`config.mk`:
```
export PLATFORM = sky130hd
export DESIGN_NAME = touch_drag_vertical_band_filter
export DESIGN_NICKNAME = d
export VERILOG_FILES = /design/src/rtl/tdvb_pkg.sv /design/src/rtl/touch_drag_vertical_band_filter.sv /design/src/rtl/tdvb_csr.sv /design/src/rtl/tdvb_track.sv
export SDC_FILE = /design/constraint.sdc
export NUM_CORES = 1
export LEC_CHECK = 0
export ABC_AREA = 1
export ABC_CLOCK_PERIOD_IN_PS = 29100
export BUFFER_PORTS_ARGS = -buffer_cell sky130_fd_sc_hd__buf_4
export CORE_ASPECT_RATIO = 0.9
export CORE_MARGIN = 5
export CORE_UTILIZATION = 35
export CTS_CLUSTER_SIZE = 16
export DETAILED_ROUTE_END_ITERATION = 10
export MAX_ROUTING_LAYER = met4
export PLACE_DENSITY_LB_ADDON = 0.05
export SLEW_MARGIN = 30
export SYNTH_ARGS = -nofsm -noshare
export SYNTH_HDL_FRONTEND = slang
export SYNTH_HIERARCHICAL = 1
export SYNTH_SLANG_ARGS = --single-unit
```
`constraint.sdc`:
```
create_clock -name clock -period 29.1 [get_ports clock]
set_input_delay 5.82 -clock clock [delete_from_list [all_inputs] [get_ports clock]]
set_output_delay 5.82 -clock clock [all_outputs]
set_load 0.03 [all_outputs]
```
`src/rtl/tdvb_pkg.sv`:
```
// shared types and constants of the touch drag vertical band filter
package tdvb_pkg;

   localparam int PIX_WIDTH       = 16;
   localparam int SIZE_WIDTH      = 12;
   localparam int LIMIT_WIDTH     = 15;
   localparam int POS_WIDTH       = 18;
   localparam int CSR_INDEX_WIDTH = 1;

   localparam logic [CSR_INDEX_WIDTH-1:0] CSR_DRIFT_UP   = 1'b0;
   localparam logic [CSR_INDEX_WIDTH-1:0] CSR_DRIFT_DOWN = 1'b1;

   localparam logic [LIMIT_WIDTH-1:0] DRIFT_RESET = 15'd20;

   localparam logic STATUS_OK         = 1'b0;
   localparam logic STATUS_UNEXPECTED = 1'b1;

   typedef enum logic [1:0] {
      REQ_SET_LOCATION = 2'd0,
      REQ_START_DRAG   = 2'd1,
      REQ_DRAG_SAMPLE  = 2'd2,
      REQ_END_DRAG     = 2'd3
   } req_kind_type;

   typedef struct packed {
      logic [SIZE_WIDTH-1:0]       gripper_diameter;
      logic [SIZE_WIDTH-1:0]       line_height;
      logic signed [PIX_WIDTH-1:0] point_y;
      logic signed [PIX_WIDTH-1:0] point_x;
   } req_data_type;

   typedef struct packed {
      logic [3:0]                  pad;
      logic signed [POS_WIDTH-1:0] pos_y;
      logic signed [POS_WIDTH-1:0] pos_x;
   } rsp_data_type;

   typedef struct packed {
      logic [LIMIT_WIDTH-1:0] up;
      logic [LIMIT_WIDTH-1:0] down;
   } drift_limits_type;

endpackage

```
`src/rtl/touch_drag_vertical_band_filter.sv`:
```
// Touch drag vertical band filter: every request beat (set gripper location, start drag,
// drag sample, end drag) yields exactly one response beat with a status in rsp_tuser and
// the filtered anchor position in rsp_tdata. A request is registered on accept, its
// whole state update is combinational in the tracking logic, and the response is
// held in an output register behind the request register, so one request is taken
// every cycle while the response side keeps up; the tracking state loop closes within
// each update. The user must write drift limits through the csr channel only while no
// request is in flight; the block itself does not enforce it. Both reset to 20 pixels.
module touch_drag_vertical_band_filter #(
   parameter int COORD_WIDTH = 18
) (
   input  logic                                 clock,
   input  logic                                 reset,
   input  logic                                 req_tvalid,
   output logic                                 req_tready,
   input  tdvb_pkg::req_data_type               req_tdata,  // point_x, point_y, line_height, gripper_diameter
   input  tdvb_pkg::req_kind_type               req_tuser,  // req_type
   output logic                                 rsp_tvalid,
   input  logic                                 rsp_tready,
   output tdvb_pkg::rsp_data_type               rsp_tdata,  // pos_x, pos_y, zero pad
   output logic                                 rsp_tuser,  // status
   input  logic                                 csr_valid,
   output logic                                 csr_ready,
   input  logic [tdvb_pkg::CSR_INDEX_WIDTH-1:0] csr_index,
   input  logic [tdvb_pkg::LIMIT_WIDTH-1:0]     csr_data
);
   import tdvb_pkg::*;

   logic             in_valid_ff;
   req_kind_type     in_kind_ff;
   req_data_type     in_data_ff;
   logic             rsp_valid_ff;
   logic             rsp_status_ff;
   rsp_data_type     rsp_data_ff;

   logic             advance;
   logic             fire;
   drift_limits_type limits;
   logic             step_status;
   logic signed [POS_WIDTH-1:0] step_pos_x;
   logic signed [POS_WIDTH-1:0] step_pos_y;

   assign advance    = !rsp_valid_ff || rsp_tready;
   assign fire       = in_valid_ff && advance;
   assign req_tready = !in_valid_ff || advance;

   assign rsp_tvalid = rsp_valid_ff;
   assign rsp_tdata  = rsp_data_ff;
   assign rsp_tuser  = rsp_status_ff;

   tdvb_csr u_csr (
      .clock     (clock),
      .reset     (reset),
      .csr_valid (csr_valid),
      .csr_ready (csr_ready),
      .csr_index (csr_index),
      .csr_data  (csr_data),
      .limits    (limits)
   );

   tdvb_track #(
      .COORD_WIDTH (COORD_WIDTH)
   ) u_track (
      .clock    (clock),
      .reset    (reset),
      .step_en  (fire),
      .req_kind (in_kind_ff),
      .req_data (in_data_ff),
      .limits   (limits),
      .status   (step_status),
      .pos_x    (step_pos_x),
      .pos_y    (step_pos_y)
   );

   // request register
   always_ff @(posedge clock) begin
      if (reset) begin
         in_valid_ff <= 1'b0;
      end else if (req_tready) begin
         in_valid_ff <= req_tvalid;
      end
   end

   always_ff @(posedge clock) begin
      if (req_tvalid && req_tready) begin
         in_kind_ff <= req_tuser;
         in_data_ff <= req_tdata;
      end
   end

   // response register
   always_ff @(posedge clock) begin
      if (reset) begin
         rsp_valid_ff <= 1'b0;
      end else if (advance) begin
         rsp_valid_ff <= in_valid_ff;
      end
   end

   always_ff @(posedge clock) begin
      if (fire) begin
         rsp_status_ff     <= step_status;
         rsp_data_ff.pad   <= '0;
         rsp_data_ff.pos_x <= step_pos_x;
         rsp_data_ff.pos_y <= step_pos_y;
      end
   end

endmodule

```
`src/rtl/tdvb_csr.sv`:
```
// drift limit registers behind the configuration write channel
module tdvb_csr (
   input  logic                                 clock,
   input  logic                                 reset,
   input  logic                                 csr_valid,
   output logic                                 csr_ready,
   input  logic [tdvb_pkg::CSR_INDEX_WIDTH-1:0] csr_index,
   input  logic [tdvb_pkg::LIMIT_WIDTH-1:0]     csr_data,
   output tdvb_pkg::drift_limits_type           limits
);
   import tdvb_pkg::*;

   drift_limits_type limits_ff;
   drift_limits_type limits_in;

   assign csr_ready = 1'b1;
   assign limits    = limits_ff;

   always_comb begin
      limits_in = limits_ff;
      if (csr_valid) begin
         unique case (csr_index)
            CSR_DRIFT_UP:   limits_in.up   = csr_data;
            CSR_DRIFT_DOWN: limits_in.down = csr_data;
         endcase
      end
   end

   always_ff @(posedge clock) begin
      if (reset) begin
         limits_ff.up   <= DRIFT_RESET;
         limits_ff.down <= DRIFT_RESET;
      end else begin
         limits_ff <= limits_in;
      end
   end

endmodule

```
`src/rtl/tdvb_track.sv`:
```
// drag tracking state and the combinational band filter update
module tdvb_track #(
   parameter int COORD_WIDTH = 18
) (
   input  logic                                    clock,
   input  logic                                    reset,
   input  logic                                    step_en,
   input  tdvb_pkg::req_kind_type                  req_kind,
   input  tdvb_pkg::req_data_type                  req_data,
   input  tdvb_pkg::drift_limits_type              limits,
   output logic                                    status,
   output logic signed [tdvb_pkg::POS_WIDTH-1:0]   pos_x,
   output logic signed [tdvb_pkg::POS_WIDTH-1:0]   pos_y
);
   import tdvb_pkg::*;

   localparam int CW = COORD_WIDTH;
   localparam int XW = COORD_WIDTH + 2;

   logic                   drag_active_ff, drag_active_in;
   logic                   has_moved_ff, has_moved_in;
   logic signed [CW-1:0]   start_x_ff, start_x_in;
   logic signed [CW-1:0]   start_y_ff, start_y_in;
   logic signed [CW-1:0]   anchor_x_ff, anchor_x_in;
   logic signed [CW-1:0]   anchor_y_ff, anchor_y_in;
   logic signed [CW-1:0]   contact_ff, contact_in;
   logic signed [CW-1:0]   expanded_ff, expanded_in;
   logic [SIZE_WIDTH-1:0]  diameter_ff, diameter_in;
   logic signed [CW-1:0]   last_x_ff, last_x_in;
   logic signed [CW-1:0]   last_y_ff, last_y_in;
   logic [SIZE_WIDTH-1:0]  line_height_ff, line_height_in;

   logic signed [CW-1:0]   px, py;
   logic signed [XW-1:0]   centre_diff;
   logic                   point_changed;
   logic                   moved;
   logic signed [CW-1:0]   step_size;
   logic signed [CW-1:0]   start_expanded;
   logic signed [CW-1:0]   start_shifted;
   logic signed [CW-1:0]   anchor_shifted;
   logic                   band_now, band_expanded, band_shifted;
   logic signed [CW-1:0]   res_x, res_y, ay;

   function automatic logic in_band(input logic signed [CW-1:0] start_v,
                                    input logic signed [CW-1:0] last_v,
                                    input drift_limits_type lim);
      logic signed [CW:0] up;
      logic signed [CW:0] down;
      up   = (CW+1)'(start_v) - (CW+1)'(last_v);
      down = -up;
      return (up <= $signed({{(CW+1-LIMIT_WIDTH){1'b0}}, lim.up}))
          && (down <= $signed({{(CW+1-LIMIT_WIDTH){1'b0}}, lim.down}));
   endfunction

   assign px = CW'(req_data.point_x);
   assign py = CW'(req_data.point_y);

   assign centre_diff = XW'(anchor_y_ff) + $signed({{(XW-SIZE_WIDTH){1'b0}}, diameter_ff})
                        - XW'(py);

   assign point_changed = (px != last_x_ff) || (py != last_y_ff);
   assign last_x_in     = (step_en && req_kind == REQ_DRAG_SAMPLE && drag_active_ff
                           && point_changed) ? px : last_x_ff;
   assign last_y_in     = (step_en && req_kind == REQ_DRAG_SAMPLE && drag_active_ff
                           && point_changed) ? py : last_y_ff;

   assign moved = has_moved_ff || (last_x_in != start_x_ff) || (last_y_in != start_y_ff);

   assign step_size = $signed({{(CW-SIZE_WIDTH){1'b0}},
                               point_changed ? req_data.line_height : line_height_ff});

   assign start_expanded = start_y_ff + expanded_ff;
   assign start_shifted  = (start_y_ff < last_y_in) ? start_y_ff + step_size
                                                    : start_y_ff - step_size;
   assign anchor_shifted = (start_y_ff < last_y_in) ? anchor_y_ff + step_size
                                                    : anchor_y_ff - step_size;

   assign band_now      = in_band(start_y_ff, last_y_in, limits);
   assign band_expanded = in_band(start_expanded, last_y_in, limits);
   assign band_shifted  = in_band(start_shifted, last_y_in, limits);

   always_comb begin
      drag_active_in = drag_active_ff;
      has_moved_in   = has_moved_ff;
      start_x_in     = start_x_ff;
      start_y_in     = start_y_ff;
      anchor_x_in    = anchor_x_ff;
      anchor_y_in    = anchor_y_ff;
      contact_in     = contact_ff;
      expanded_in    = expanded_ff;
      diameter_in    = diameter_ff;
      line_height_in = line_height_ff;
      status         = STATUS_OK;
      res_x          = '0;
      res_y          = '0;
      ay             = last_y_in;
      case (req_kind)
         REQ_SET_LOCATION: begin
            anchor_x_in = px;
            anchor_y_in = py;
            diameter_in = req_data.gripper_diameter;
            contact_in  = py - start_y_ff;
         end
         REQ_START_DRAG: begin
            if (drag_active_ff) begin
               status = STATUS_UNEXPECTED;
            end else begin
               drag_active_in = 1'b1;
               has_moved_in   = 1'b0;
               expanded_in    = (centre_diff > 0) ? centre_diff[CW-1:0] : '0;
               contact_in     = anchor_y_ff - py;
               start_x_in     = px;
               start_y_in     = py;
               line_height_in = req_data.line_height;
            end
         end
         REQ_DRAG_SAMPLE: begin
            if (!drag_active_ff) begin
               status = STATUS_UNEXPECTED;
            end else begin
               if (point_changed) begin
                  line_height_in = req_data.line_height;
               end
               has_moved_in = moved;
               if (band_now) begin
                  ay = start_y_ff;
               end else if (expanded_ff != '0) begin
                  start_y_in  = start_expanded;
                  contact_in  = anchor_y_ff - start_expanded;
                  expanded_in = '0;
                  if (band_expanded) begin
                     ay = start_expanded;
                  end
               end else begin
                  start_y_in  = start_shifted;
                  anchor_y_in = anchor_shifted;
                  if (band_shifted) begin
                     ay = start_shifted;
                  end
               end
               res_x = moved ? last_x_in : anchor_x_ff;
               res_y = ay + contact_in;
            end
         end
         default: begin
            status         = drag_active_ff ? STATUS_OK : STATUS_UNEXPECTED;
            drag_active_in = 1'b0;
         end
      endcase
   end

   assign pos_x = POS_WIDTH'(res_x);
   assign pos_y = POS_WIDTH'(res_y);

   always_ff @(posedge clock) begin
      if (reset) begin
         drag_active_ff <= 1'b0;
         has_moved_ff   <= 1'b0;
         start_x_ff     <= '0;
         start_y_ff     <= '0;
         anchor_x_ff    <= '0;
         anchor_y_ff    <= '0;
         contact_ff     <= '0;
         expanded_ff    <= '0;
         diameter_ff    <= '0;
         last_x_ff      <= '0;
         last_y_ff      <= '0;
         line_height_ff <= '0;
      end else if (step_en) begin
         drag_active_ff <= drag_active_in;
         has_moved_ff   <= has_moved_in;
         start_x_ff     <= start_x_in;
         start_y_ff     <= start_y_in;
         anchor_x_ff    <= anchor_x_in;
         anchor_y_ff    <= anchor_y_in;
         contact_ff     <= contact_in;
         expanded_ff    <= expanded_in;
         diameter_ff    <= diameter_in;
         last_x_ff      <= last_x_in;
         last_y_ff      <= last_y_in;
         line_height_ff <= line_height_in;
      end
   end

endmodule
```
==> key figures <==
Pwr
  – Pwr dens: 88.2 nW/um^2
  – Leakage: 15.2 nW
  – Worst VDD drop: 0.0000480 V
  – Pwr Total: 2.68 mW

Timing
  – Slew Limit Fails: 0
  – Worst Skew: 0.0359 ns
  – Slew of the pin with the lowest slew margin: 0.983 ns
  – Final setup viols: 0
  – Final worst-path cycle share: 67.8%
  – Worst rel slew slack: 34.1%
  – FMAX: 50.7 MHz
  – PnR worst setup slack: 9.38 ns
  – Crit path time final: 19.72 ns
  – Hold Fails Final Rpt: 0
  – Setup tns final: 0 ns
  – RSZ-0062 raised after global routing: false
  – Fin Hold WS: 0.457 ns

Worst hold path
  – Worst hold endpoint: u_csr/limits[19]
  – Hold depth: 2
  – Worst hold path class: flop to flop
  – Min-delay src: u_csr/limits[19]

Clocking
  – Root buffer cell: clkbuf_16
  – Clock tree buffer depth: 3
  – Post-CTS setup buffer count: 0
  – Worst skew pair latency: 0.58 ns
  – TritonCTS clock tree: done
  – CTS buffer count: 40
  – H-Tree Depth: 2
  – CTS resizes: 0
  – Clock Sinks: 293
  – Reg clk slew, reported paths: 0.06 ns
  – Post-CTS Hold Buffers: 0

GRT
  – Pin count of the biggest net entering global routing: 58
  – First-pass GRT wire length: 157000 um
  – M3 GR Usage: 3.06%
  – Vias in the first global route: 24400
  – Routing usage on met1: 37.2%
  – GRT Total Usage: 25.4%
  – Antenna violations before repair: 2
  – GR peak layer: met2
  – GR Util met2: 38.0%
  – Grt total ovfl: 0

Placement
  – HPWL after DPL: 87300 um
  – Pre-CTS setup slack: 9.08 ns
  – PortBufs: 117
  – DP Area: 29100 um^2
  – Gpl congestion: 0.957

Setup path
  – CP delay by family, top: simple AND/OR/NAND/NOR gates
  – CP max stage delay: 0.73 ns
  – Crit Path Category: primary input to flop
  – R2r setup slk: 13.29 ns
  – WP data arrival: 20.03 ns
  – CP max FO: 46
  – CP startpoint kind: primary input
  – Number of buffers and inverters on the critical path: 16
  – Slowest cell on crit path: xnor2_1
  – Crit end category: flop
  – Worst EP required: 29.41 ns
  – CP Depth: 83
  – Reg2Reg Depth: 87
  – Reg-to-Reg End: rsp_tdata[35]
  – Worst r2r src: in_data_ff[31]
  – Top cell by count, worst path: nand2_1
  – CP startpoint: rsp_tready

Drt
  – Initial DRC Count: 2213
  – Final WL: 108000 um
  – Routed Antenna Nets: 0
  – Via-to-Cell Ratio: 5.18
  – Vias: 26700
  – DR WL/cell: 20.9 um
  – Residual DRC: 0
  – Drt pass-1 iters: 6

Floorplanning
  – Area of the core: 77400 um^2
  – I/O pin count: 123
  – Initial Util: 35.2%
  – Cell Rows: 97
  – Die Ht: 275 um
  – Die Wd: 304 um
  – Die area: 83500 um^2

Synthesis
  – Synth warn: 6
  – Seq cells post-synth: 293
  – Synth Instances: 3985
  – Synthesized cell area: 27200 um^2
  – Post-synth top cells: nand2_1 (754), inv_1 (633), nor2_1 (382)
  – Synth area leader: dfxtp_1
  – Most numerous cell in the Yosys netlist: nand2_1
  – Sequential area share after synthesis: 25.0%
  – Synth area leaders: dfxtp_1 (15%), ha_1 (13%), edfxtp_1 (10%)
  – Synthesized area per cell: 6.83 um^2
  – Post-synth cell types: 70
  – EDFF count, synth: 95
  – Top_reg_cell synth: dfxtp_1
  – Fraction of registers with async set/reset: 0%
  – Synth top area share: 14.6%

Status
  – Outcome: finished, final reports clean

Final layout
  – Filler instances: 8515
  – Multi-input gate area: 17400 um^2
  – Area grow syn2layout: 11.7%
  – Reg area: 6820 um^2
  – NumNets Final: 4461
  – Fin area: 30400 um^2
  – Proportion of layout cells with a drive suffix above 1: 9.12%

Flow run
  – Total of max-cap violations: 0
==> flip-flops by register name (all words and copies together) (netlist names) <==
signal	flops
u_track/line_height_ff	12
u_track/has_moved_ff	1
in_data_ff	56
u_track/anchor_y_ff	18
u_track/last_y_ff	18
u_track/start_y_ff	18
u_track/drag_active_ff	1
u_track/diameter_ff	12
rsp_tuser	1
u_track/anchor_x_ff	16
u_track/contact_ff	18
rsp_tvalid	1
in_valid_ff	1
u_csr/limits	30
u_track/start_x_ff	16
u_track/last_x_ff	18
u_track/expanded_ff	18
in_kind_ff	2
rsp_tdata	36
==> worst max-delay path by stage <==
stage / to / slack (ns)
floorplan: rsp_tdata[34] / 9.80
global placement: rsp_tdata[35] / 9.39
detailed placement: rsp_tdata[34] / 9.08
CTS: rsp_tdata[34] / 9.62
global route: rsp_tdata[34] / 7.98
finish: rsp_tdata[35] / 9.38
==> logic make-up (layout without fill, tap and decap cells) <==
logic type,after synthesis,after routing,synth area share [%]
AOI/OAI and AO/OA,868,868,17.7
xor gates and xnor gates,160,160,5.20
adders and majority gates,302,302,14.6
buffers and inverters,766,888,11.2
DFF,293,293,25.0
muxes,9,9,0.331
other,2,7,0.0276
and+or+nand+nor,1585,1585,25.9
==> metrics by stage <==
stage | util, % | instances
2_1_floorplan | - | 3988
3_3_place_gp | 37.6 | 5077
3_5_place_dp | 37.6 | 5077
4_1_cts | 39.3 | 5149
5_1_grt | 39.3 | 5151
6_report | 39.3 | 5151
==> area by class of cell <==
cell class	instances	area share [%]
Timing Repair Buffer	155	3.83
Sequential cell	293	22.4
Tap cell	1039	4.27
Antenna cell	2	0.0165
Inverter	661	8.17
Multi-Input combinational cell	2929	57.1
Clock buffer	50	3.45
Clock inverter	22	0.736
==> layer usage <==
layer  share of wire, %  routed length, um
met2                 42              45300
met4                2.2               2340
met5                  0                  0
met3                6.4               6880
met1                 49              53100
==> cell usage in the layout (no fill, tap or decap), types with 10 or more instances in the layout <==
master,Yosys,layout
ha_1,276,275
xnor2_1,43,43
o21ai_0,311,311
nand4_1,59,59
nand2_2,53,53
nor4_1,18,18
nor3_1,40,39
o211ai_1,26,26
o21ai_1,47,47
clkbuf_16,0,40
dfxtp_1,198,198
a21oi_1,333,332
a21o_1,13,13
xor2_1,115,115
o221ai_1,14,14
a211oi_1,20,20
fa_1,26,26
inv_2,22,25
buf_4,13,155
a31oi_1,17,17
o31ai_1,11,11
nand3_2,23,23
nand2_1,754,754
nor2_1,382,382
o21bai_1,31,31
nor2_2,10,10
nand3_1,191,191
clkinv_1,4,11
edfxtp_1,95,95
or2_2,13,13
inv_1,633,630
o22ai_1,13,13
==> worst min-delay path, delay by kind of cell, from the launching register on <==
kind,cells,cell delay (ns)
DFF,1,0.32
and+or+nand+nor,2,0.10
==> where the power goes <==
group,switching (mW),total (mW),internal [mW]
Clock,0.204,0.487,0.284
Sequential,0.0249,0.468,0.443
Combinational,1.16,1.73,0.568
Total,1.39,2.68,1.30
Power figures use the tool's default switching activity.
